==> src/fais_pkg.sv <==
// fais_pkg: shared sizes, command/status codes, FSM states and the table
// access struct for the fixed-array insert/delete/search core. No dependencies.
package fais_pkg;

    localparam int SLOTS      = 16;
    localparam int VALUE_BITS = 32;
    localparam int IDX_W      = (SLOTS > 1) ? $clog2(SLOTS) : 1;
    localparam int WPTR_W     = IDX_W + 1;

    localparam logic [IDX_W-1:0]  LAST_IDX  = IDX_W'(SLOTS - 1);
    localparam logic [IDX_W-1:0]  INS_START = IDX_W'(SLOTS - 2);
    localparam logic [WPTR_W-1:0] SLOTS_CNT = WPTR_W'(SLOTS);
    localparam logic [8:0]        POS_LIMIT = 9'(SLOTS);

    typedef logic [VALUE_BITS-1:0] t_word;

    typedef enum logic [2:0] {
        CMD_SHOW   = 3'd0,
        CMD_INSERT = 3'd1,
        CMD_DELETE = 3'd2,
        CMD_DELALL = 3'd3,
        CMD_SEARCH = 3'd4
    } t_cmd;

    typedef enum logic [1:0] {
        STS_DONE      = 2'd0,
        STS_FOUND     = 2'd1,
        STS_NOT_FOUND = 2'd2,
        STS_BAD_POS   = 2'd3
    } t_status;

    typedef enum logic [1:0] {
        ST_IDLE,
        ST_SCAN,
        ST_FILL,
        ST_FINISH
    } t_state;

    // one read and one write port of the entry table
    typedef struct packed {
        logic             re;
        logic [IDX_W-1:0] raddr;
        logic             we;
        logic [IDX_W-1:0] waddr;
        t_word            wdata;
    } t_tbl_req;

endpackage

==> src/fixed_array_insert_delete_search_core.sv <==
// Fixed-array insert/delete/search core: top level, command sequencer and
// output register. Depends on fais_pkg and fais_table.
//
// One command at a time, tready low while it runs. Show and search walk all
// SLOTS entries through the single table read port (show stops early at the
// first empty slot). Delete-all walks SLOTS entries, then zero-fills the freed
// slots. Insert and delete walk between the position and the top. Result beats
// leave one per cycle; a sink stall holds the walk.
// Reset (i_rst_n low, synchronous) empties the table at once via valid bits.
module fixed_array_insert_delete_search_core (
    input  logic        i_clk,
    input  logic        i_rst_n,
    // command channel
    input  logic        s_axis_tvalid,
    output logic        s_axis_tready,
    input  logic [39:0] s_axis_tdata,   // [7:0] position, [39:8] item_value
    input  logic [2:0]  s_axis_tuser,   // [2:0] command
    // result channel
    output logic        m_axis_tvalid,
    input  logic        m_axis_tready,
    output logic [39:0] m_axis_tdata,   // [7:0] slot_index, [39:8] slot_value
    output logic [1:0]  m_axis_tuser,   // [1:0] status
    output logic        m_axis_tlast
);

    localparam int IW = fais_pkg::IDX_W;

    // sequencer state
    fais_pkg::t_state              r_state, n_state;
    fais_pkg::t_cmd                r_cmd, n_cmd;
    logic [7:0]                    r_pos, n_pos;
    fais_pkg::t_word               r_val, n_val;
    logic                          r_bad, n_bad;
    logic [IW-1:0]                 r_idx, n_idx;          // slot held in rdata
    logic [fais_pkg::WPTR_W-1:0]   r_wptr, n_wptr;        // delete-all write pointer
    fais_pkg::t_word               r_removed, n_removed;
    // held match/element: emitted once the next one (or the end) is known
    logic                          r_pend_valid, n_pend_valid;
    logic [IW-1:0]                 r_pend_idx, n_pend_idx;
    fais_pkg::t_word               r_pend_val, n_pend_val;

    // output register
    logic                          r_out_valid;
    fais_pkg::t_status             r_out_status;
    logic [7:0]                    r_out_index;
    logic [31:0]                   r_out_value;
    logic                          r_out_last;

    // beat to load into the output register this cycle
    logic                          emit;
    fais_pkg::t_status             em_status;
    logic [7:0]                    em_index;
    logic [31:0]                   em_value;
    logic                          em_last;

    fais_pkg::t_tbl_req            tbl_req;
    fais_pkg::t_word               rdata;
    logic                          out_free;
    fais_pkg::t_cmd                in_cmd;
    logic [7:0]                    in_pos;
    logic                          in_bad;

    fais_table u_table (
        .i_clk   (i_clk),
        .i_rst_n (i_rst_n),
        .i_req   (tbl_req),
        .o_rdata (rdata)
    );

    assign out_free      = !r_out_valid || m_axis_tready;
    assign s_axis_tready = (r_state == fais_pkg::ST_IDLE);
    assign in_cmd        = fais_pkg::t_cmd'(s_axis_tuser);
    assign in_pos        = s_axis_tdata[7:0];
    assign in_bad        = ({1'b0, in_pos} >= fais_pkg::POS_LIMIT);

    always_ff @(posedge i_clk) begin
        if (!i_rst_n) begin
            r_state      <= fais_pkg::ST_IDLE;
            r_pend_valid <= 1'b0;
            r_out_valid  <= 1'b0;
        end else begin
            r_state      <= n_state;
            r_pend_valid <= n_pend_valid;
            if (emit) begin
                r_out_valid <= 1'b1;
            end else if (m_axis_tready) begin
                r_out_valid <= 1'b0;
            end
        end
    end

    always_ff @(posedge i_clk) begin
        r_cmd      <= n_cmd;
        r_pos      <= n_pos;
        r_val      <= n_val;
        r_bad      <= n_bad;
        r_idx      <= n_idx;
        r_wptr     <= n_wptr;
        r_removed  <= n_removed;
        r_pend_idx <= n_pend_idx;
        r_pend_val <= n_pend_val;
        if (emit) begin
            r_out_status <= em_status;
            r_out_index  <= em_index;
            r_out_value  <= em_value;
            r_out_last   <= em_last;
        end
    end

    always_comb begin
        n_state      = r_state;
        n_cmd        = r_cmd;
        n_pos        = r_pos;
        n_val        = r_val;
        n_bad        = r_bad;
        n_idx        = r_idx;
        n_wptr       = r_wptr;
        n_removed    = r_removed;
        n_pend_valid = r_pend_valid;
        n_pend_idx   = r_pend_idx;
        n_pend_val   = r_pend_val;
        emit         = 1'b0;
        em_status    = fais_pkg::STS_DONE;
        em_index     = '0;
        em_value     = '0;
        em_last      = 1'b0;
        tbl_req      = '0;

        unique case (r_state)
            fais_pkg::ST_IDLE: begin
                if (s_axis_tvalid) begin
                    n_cmd        = in_cmd;
                    n_pos        = in_pos;
                    n_val        = fais_pkg::VALUE_BITS'(signed'(s_axis_tdata[39:8]));
                    n_bad        = 1'b0;
                    n_wptr       = '0;
                    n_pend_valid = 1'b0;
                    unique case (in_cmd) inside
                        fais_pkg::CMD_SHOW, fais_pkg::CMD_SEARCH, fais_pkg::CMD_DELALL: begin
                            tbl_req.re    = 1'b1;
                            tbl_req.raddr = '0;
                            n_idx         = '0;
                            n_state       = fais_pkg::ST_SCAN;
                        end
                        fais_pkg::CMD_INSERT: begin
                            n_bad = in_bad;
                            if (in_bad || in_pos[IW-1:0] == fais_pkg::LAST_IDX) begin
                                // bad position or top slot: nothing to shift
                                n_state = fais_pkg::ST_FINISH;
                            end else begin
                                tbl_req.re    = 1'b1;
                                tbl_req.raddr = fais_pkg::INS_START;
                                n_idx         = fais_pkg::INS_START;
                                n_state       = fais_pkg::ST_SCAN;
                            end
                        end
                        fais_pkg::CMD_DELETE: begin
                            n_bad = in_bad;
                            if (in_bad) begin
                                n_state = fais_pkg::ST_FINISH;
                            end else begin
                                tbl_req.re    = 1'b1;
                                tbl_req.raddr = in_pos[IW-1:0];
                                n_idx         = in_pos[IW-1:0];
                                n_state       = fais_pkg::ST_SCAN;
                            end
                        end
                        default: begin
                            // unknown command: beat dropped, no result
                        end
                    endcase
                end
            end

            fais_pkg::ST_SCAN: begin
                unique case (r_cmd)
                    fais_pkg::CMD_SHOW: begin
                        if (rdata == '0) begin
                            n_state = fais_pkg::ST_FINISH;
                        end else if (!r_pend_valid || out_free) begin
                            if (r_pend_valid) begin
                                emit      = 1'b1;
                                em_status = fais_pkg::STS_FOUND;
                                em_index  = 8'(r_pend_idx);
                                em_value  = 32'(r_pend_val);
                            end
                            n_pend_valid = 1'b1;
                            n_pend_idx   = r_idx;
                            n_pend_val   = rdata;
                            if (r_idx == fais_pkg::LAST_IDX) begin
                                n_state = fais_pkg::ST_FINISH;
                            end else begin
                                n_idx         = r_idx + 1'b1;
                                tbl_req.re    = 1'b1;
                                tbl_req.raddr = r_idx + 1'b1;
                            end
                        end
                    end
                    fais_pkg::CMD_SEARCH: begin
                        if (!(rdata == r_val && r_pend_valid) || out_free) begin
                            if (rdata == r_val) begin
                                if (r_pend_valid) begin
                                    emit      = 1'b1;
                                    em_status = fais_pkg::STS_FOUND;
                                    em_index  = 8'(r_pend_idx);
                                    em_value  = 32'(r_pend_val);
                                end
                                n_pend_valid = 1'b1;
                                n_pend_idx   = r_idx;
                                n_pend_val   = rdata;
                            end
                            if (r_idx == fais_pkg::LAST_IDX) begin
                                n_state = fais_pkg::ST_FINISH;
                            end else begin
                                n_idx         = r_idx + 1'b1;
                                tbl_req.re    = 1'b1;
                                tbl_req.raddr = r_idx + 1'b1;
                            end
                        end
                    end
                    fais_pkg::CMD_INSERT: begin
                        // move entry up one slot, walking down to the position
                        tbl_req.we    = 1'b1;
                        tbl_req.waddr = r_idx + 1'b1;
                        tbl_req.wdata = rdata;
                        if (r_idx == r_pos[IW-1:0]) begin
                            n_state = fais_pkg::ST_FINISH;
                        end else begin
                            n_idx         = r_idx - 1'b1;
                            tbl_req.re    = 1'b1;
                            tbl_req.raddr = r_idx - 1'b1;
                        end
                    end
                    fais_pkg::CMD_DELETE: begin
                        if (r_idx == r_pos[IW-1:0]) begin
                            n_removed = rdata;
                        end else begin
                            tbl_req.we    = 1'b1;
                            tbl_req.waddr = r_idx - 1'b1;
                            tbl_req.wdata = rdata;
                        end
                        if (r_idx == fais_pkg::LAST_IDX) begin
                            n_state = fais_pkg::ST_FINISH;
                        end else begin
                            n_idx         = r_idx + 1'b1;
                            tbl_req.re    = 1'b1;
                            tbl_req.raddr = r_idx + 1'b1;
                        end
                    end
                    fais_pkg::CMD_DELALL: begin
                        // compact survivors; write pointer never passes the read
                        if (rdata != r_val) begin
                            tbl_req.we    = 1'b1;
                            tbl_req.waddr = r_wptr[IW-1:0];
                            tbl_req.wdata = rdata;
                            n_wptr        = r_wptr + 1'b1;
                        end
                        if (r_idx == fais_pkg::LAST_IDX) begin
                            n_state = fais_pkg::ST_FILL;
                        end else begin
                            n_idx         = r_idx + 1'b1;
                            tbl_req.re    = 1'b1;
                            tbl_req.raddr = r_idx + 1'b1;
                        end
                    end
                    default: begin
                        n_state = fais_pkg::ST_IDLE;
                    end
                endcase
            end

            fais_pkg::ST_FILL: begin
                // zero the slots above the compacted entries
                if (r_wptr == fais_pkg::SLOTS_CNT) begin
                    n_state = fais_pkg::ST_FINISH;
                end else begin
                    tbl_req.we    = 1'b1;
                    tbl_req.waddr = r_wptr[IW-1:0];
                    tbl_req.wdata = '0;
                    n_wptr        = r_wptr + 1'b1;
                end
            end

            fais_pkg::ST_FINISH: begin
                if (out_free) begin
                    emit    = 1'b1;
                    em_last = 1'b1;
                    n_state = fais_pkg::ST_IDLE;
                    if (r_bad) begin
                        em_status = fais_pkg::STS_BAD_POS;
                        em_index  = r_pos;
                    end else begin
                        case (r_cmd) inside
                            fais_pkg::CMD_SHOW, fais_pkg::CMD_SEARCH: begin
                                if (r_pend_valid) begin
                                    em_status = fais_pkg::STS_FOUND;
                                    em_index  = 8'(r_pend_idx);
                                    em_value  = 32'(r_pend_val);
                                end else if (r_cmd == fais_pkg::CMD_SEARCH) begin
                                    em_status = fais_pkg::STS_NOT_FOUND;
                                end
                            end
                            fais_pkg::CMD_INSERT: begin
                                tbl_req.we    = 1'b1;
                                tbl_req.waddr = r_pos[IW-1:0];
                                tbl_req.wdata = r_val;
                                em_index      = r_pos;
                                em_value      = 32'(r_val);
                            end
                            fais_pkg::CMD_DELETE: begin
                                tbl_req.we    = 1'b1;
                                tbl_req.waddr = fais_pkg::LAST_IDX;
                                tbl_req.wdata = '0;
                                em_index      = r_pos;
                                em_value      = 32'(r_removed);
                            end
                            default: begin
                                // delete-all: plain done beat
                            end
                        endcase
                    end
                end
            end

            default: begin
                n_state = fais_pkg::ST_IDLE;
            end
        endcase
    end

    assign m_axis_tvalid = r_out_valid;
    assign m_axis_tdata  = {r_out_value, r_out_index};
    assign m_axis_tuser  = r_out_status;
    assign m_axis_tlast  = r_out_last;

endmodule

==> src/fais_table.sv <==
// fais_table: SLOTS-entry table, one write and one registered read per cycle.
// Per-entry valid bits make never-written entries read as zero after reset.
// Depends on fais_pkg.
module fais_table (
    input  logic                i_clk,
    input  logic                i_rst_n,
    input  fais_pkg::t_tbl_req  i_req,
    output fais_pkg::t_word     o_rdata
);

    fais_pkg::t_word                r_mem [fais_pkg::SLOTS];
    logic [fais_pkg::SLOTS-1:0]     r_valid;
    fais_pkg::t_word                r_rdata;

    always_ff @(posedge i_clk) begin
        if (i_req.we) begin
            r_mem[i_req.waddr] <= i_req.wdata;
        end
        if (i_req.re) begin
            r_rdata <= r_valid[i_req.raddr] ? r_mem[i_req.raddr] : '0;
        end
    end

    always_ff @(posedge i_clk) begin
        if (!i_rst_n) begin
            r_valid <= '0;
        end else if (i_req.we) begin
            r_valid[i_req.waddr] <= 1'b1;
        end
    end

    assign o_rdata = r_rdata;

endmodule
==> config.mk <==
export PLATFORM = sky130hd
export DESIGN_NAME = fixed_array_insert_delete_search_core
export DESIGN_NICKNAME = d
export VERILOG_FILES = /design/src/fais_pkg.sv /design/src/fixed_array_insert_delete_search_core.sv /design/src/fais_table.sv
export SDC_FILE = /design/constraint.sdc
export NUM_CORES = 1
export LEC_CHECK = 0
export ABC_AREA = 1
export BUFFER_PORTS_ARGS = -buffer_cell sky130_fd_sc_hd__clkbuf_2
export CAP_MARGIN = 20
export CORE_MARGIN = 2
export CORE_UTILIZATION = 35
export CTS_BUF_LIST = sky130_fd_sc_hd__clkbuf_4 sky130_fd_sc_hd__clkbuf_8 sky130_fd_sc_hd__clkbuf_16
export DETAILED_ROUTE_END_ITERATION = 6
export PLACE_DENSITY_LB_ADDON = 0.08
export RECOVER_POWER = 25
export REMOVE_ABC_BUFFERS = 1
export SLEW_MARGIN = 20
export SYNTH_ARGS = -nofsm -noshare
export SYNTH_HDL_FRONTEND = slang
export SYNTH_SLANG_ARGS = --single-unit
==> constraint.sdc <==
create_clock -name i_clk -period 6.9 [get_ports i_clk]
set_input_delay 1.38 -clock i_clk [delete_from_list [all_inputs] [get_ports i_clk]]
set_output_delay 1.38 -clock i_clk [all_outputs]
set_load 0.05 [all_outputs]
==> impl_metrics.csv <==
group,metric,value,unit
route,wl_met2,47100,um
status,failed_checks,"design-rule violations, max-capacitance violations, max-slew violations",
floorplanning,start_util,0.353,
clock_network,cts-htree-levels,3,
timing,finalCritPeriodShare,0.808,
yosys,ys_seq_elements,728,
timing,timing.final.crit_period,5580,ps
yosys,synthDistinctLibCells,43,
route,drt-vias-per-instance,5.41,
critical_path,path_class,"input pin to flop",
flow_run,drv_cap,5,
placement,hpwl,56600,um
timing,rsz0062_at_grt,"no",
cells_and_area,area_growth,14.4,%
global_route,globalRouteTotalUtil,0.225,
yosys,synth_top_family_by_area,"simple AND/OR/NAND/NOR gates",
clock_network,clkLatencyLatePin,660,ps
route,post_drt_wl_per_cell,25.5,um
route,via_count,21800,
timing,finClkSkew,43.6,ps
route,wl,103000,um
worst_hold_path,hold_class,"flop to flop",
timing,max_freq,179,MHz
cells_and_area,mostFrequentLayoutCell,"nand3_1",
timing,setup_viol,0,
route,drc,5,
clock_network,cts_buffers,84,
yosys,synth-simple-area-share,0.215,
timing,tightest_slew,3650,ps
global_route,grt_pass1_vias,21400,
timing,slew_headroom,-1.43,
placement,dp_cells,3876,
yosys,synth_ff_type,"edfxtp_1",
yosys,muxShareOfSynthArea,0,
floorplanning,die-area,91300,sq um
cells_and_area,drive_gt1_frac,0.0998,
route,wl_met1,46500,um
timing,finalHoldViolCount,0,
cells_and_area,layout_common_cells,"nand3_1 (742), edfxtp_1 (708), nand2_1 (583)",
clock_network,cts.repair.resized,0,
global_route,grt_pass1_wl,149000,um
route,dr.first_iter.drc_count,2212,
yosys,avgSynthCellArea,11.3,sq um
floorplanning,core,88200,sq um
clock_network,cts_buffer_depth,3,
global_route,overflow,0,
clock_network,ctsHoldBuffers,0,
cells_and_area,fill_cells,8426,
placement,place.gp.congestion,0.818,
placement,place.port_buffers,91,
status,status,"finished with violations",
critical_path,required,7160,ps
clock_network,clk_pin_slew,60,ps
clock_network,root_buffer,"clkbuf_16",
clock_network,post-cts-setup-buffers,0,
critical_path,end_kind,"flop",
critical_path,cp-start-kind,"input pin",
global_route,antenna_found_initial,2,
cells_and_area,fin_util,0.404,
global_route,grt_max_degree,182,
yosys,synth_fa_ha_area_frac,0.00362,
yosys,synth_compound_area_frac,0.0335,
cells_and_area,final_cells,4030,
power_and_ir_drop,leakagePower,12.1,nW
cells_and_area,nNetsFinal,2854,
route,route.met3.wl,6140,um
route,postRouteAntennaNets,0,
power_and_ir_drop,power_density,367,nW/um^2
cells_and_area,antenna_cells,0,
clock_network,cts_tree,"yes",
yosys,ys_seq_area_frac,0.696,
yosys,postSynthCellCount,2743,
floorplanning,io_pins,92,
yosys,synthXorXnorAreaFrac,0.00901,
critical_path,critPathArrivalTime,5830,ps
yosys,synth_warnings,0,
yosys,synth_edf_count,708,
route,top_layer,"met4",
floorplanning,die_h,302,um
critical_path,critical_path.max_fanout,20,
yosys,async_flop_share,0,
power_and_ir_drop,ir_worst_vdd,228,uV
timing,drv_slew,137,
yosys,synth_area,31100,sq um
floorplanning,num_rows,109,
clock_network,cts.sinks,728,
floorplanning,dieWidth,302,um
route,drtPass1Iterations,7,
## final timing paths
check | from | to | slack, ps | depth (start not counted)
setup reg to reg | u_table.o_rdata[30]$_SDFFCE_PN0P_ | r_out_value[12]$_DFFE_PP_ | 1510 | 10
hold / removal | u_table.r_valid[9]$_SDFFE_PN0P_ | u_table.r_valid[9]$_SDFFE_PN0P_ | 480 | 2
setup / recovery | s_axis_tuser[1] | u_table.o_rdata[28]$_SDFFCE_PN0P_ | 1320 | 8
hold reg to reg | u_table.r_valid[9]$_SDFFE_PN0P_ | u_table.r_valid[9]$_SDFFE_PN0P_ | 480 | 2
## worst max-delay path, stage by stage
cell and delay [ps]:
clkbuf_1 200, inv_1 90, nor3_1 420, inv_1 110, nand2_1 110, o21ai_0 230, o21ai_1 2220, clkbuf_1 1020
## cells by family (layout without fill, tap and decap cells)
family,Yosys count,in the layout
flops,728,728
simple gates,1521,1521
fa+ha+maj,9,9
buf+inv,284,406
xor+xnor,32,32
compound gates,169,169
## through the flow
| step | total power, W | setup TNS, ps | cell area (sq um) | setup WS [ps] | hold WS, ps |
|---|---|---|---|---|---|
| floorplan | 0.00739 | -221840 | 30200 | -6930 | 441 |
| global route | 0.0136 | 0 | 35600 | 1160 | 492 |
| CTS | 0.0132 | 0 | 35700 | 2030 | 474 |
| global placement | 0.00858 | 0 | 32800 | 1790 | 452 |
| detailed placement | 0.00860 | 0 | 32800 | 1830 | 459 |
| finish | 0.0131 | 0 | 35600 | 1320 | 475 |
## sequential cells by signal, indices dropped and copies added (netlist names), 4 cells and up
| register | cells |
|---|---|
| u_table.r_mem | 512 |
| r_out_value | 32 |
| r_pend_val | 32 |
| r_removed | 32 |
| r_val | 32 |
| u_table.o_rdata | 32 |
| u_table.r_valid | 16 |
| r_out_index | 8 |
| r_pos | 8 |
| r_wptr | 5 |
| r_idx | 4 |
| r_pend_idx | 4 |
## synthesized netlist by cell type (13+ instances only)
library cell	number	area share
nand3_1	743	0.12
edfxtp_1	708	0.68
nand2_1	586	0.071
nor2_1	171	0.021
inv_1	96	0.012
buf_2	80	0.013
clkbuf_1	69	0.0083
a21oi_1	51	0.0082
o22ai_1	40	0.0080
a211oi_1	32	0.0077
o21ai_0	23	0.0037
xnor2_1	23	0.0065
dfxtp_1	20	0.013
buf_4	13	0.0031
buf_6	13	0.0047
## report_power, final
part / switching [W] / internal, W / leakage (nW)
clock network: 0.00184 / 0.00270 / 1.41
logic: 0.00216 / 0.000750 / 4.47
registers: 0.000285 / 0.00531 / 6.18
## metal layers
layer  up-vias  GRT usage
met5         -          0
met4         0     0.0724
met3       170     0.0348
met2       761      0.355
met1     11000      0.319
li1       9908          -
## final cells by class
type                            count  area, sq um  area share
Clock buffer                      108         2340      0.0658
Clock inverter                     45          480      0.0135
Inverter                          104          392      0.0110
Multi-Input combinational cell   1731         8400       0.236
Sequential cell                   728        21700       0.608
Tap cell                         1165         1460      0.0409
Timing Repair Buffer              149          875      0.0246
Power figures use the tool's default switching activity.
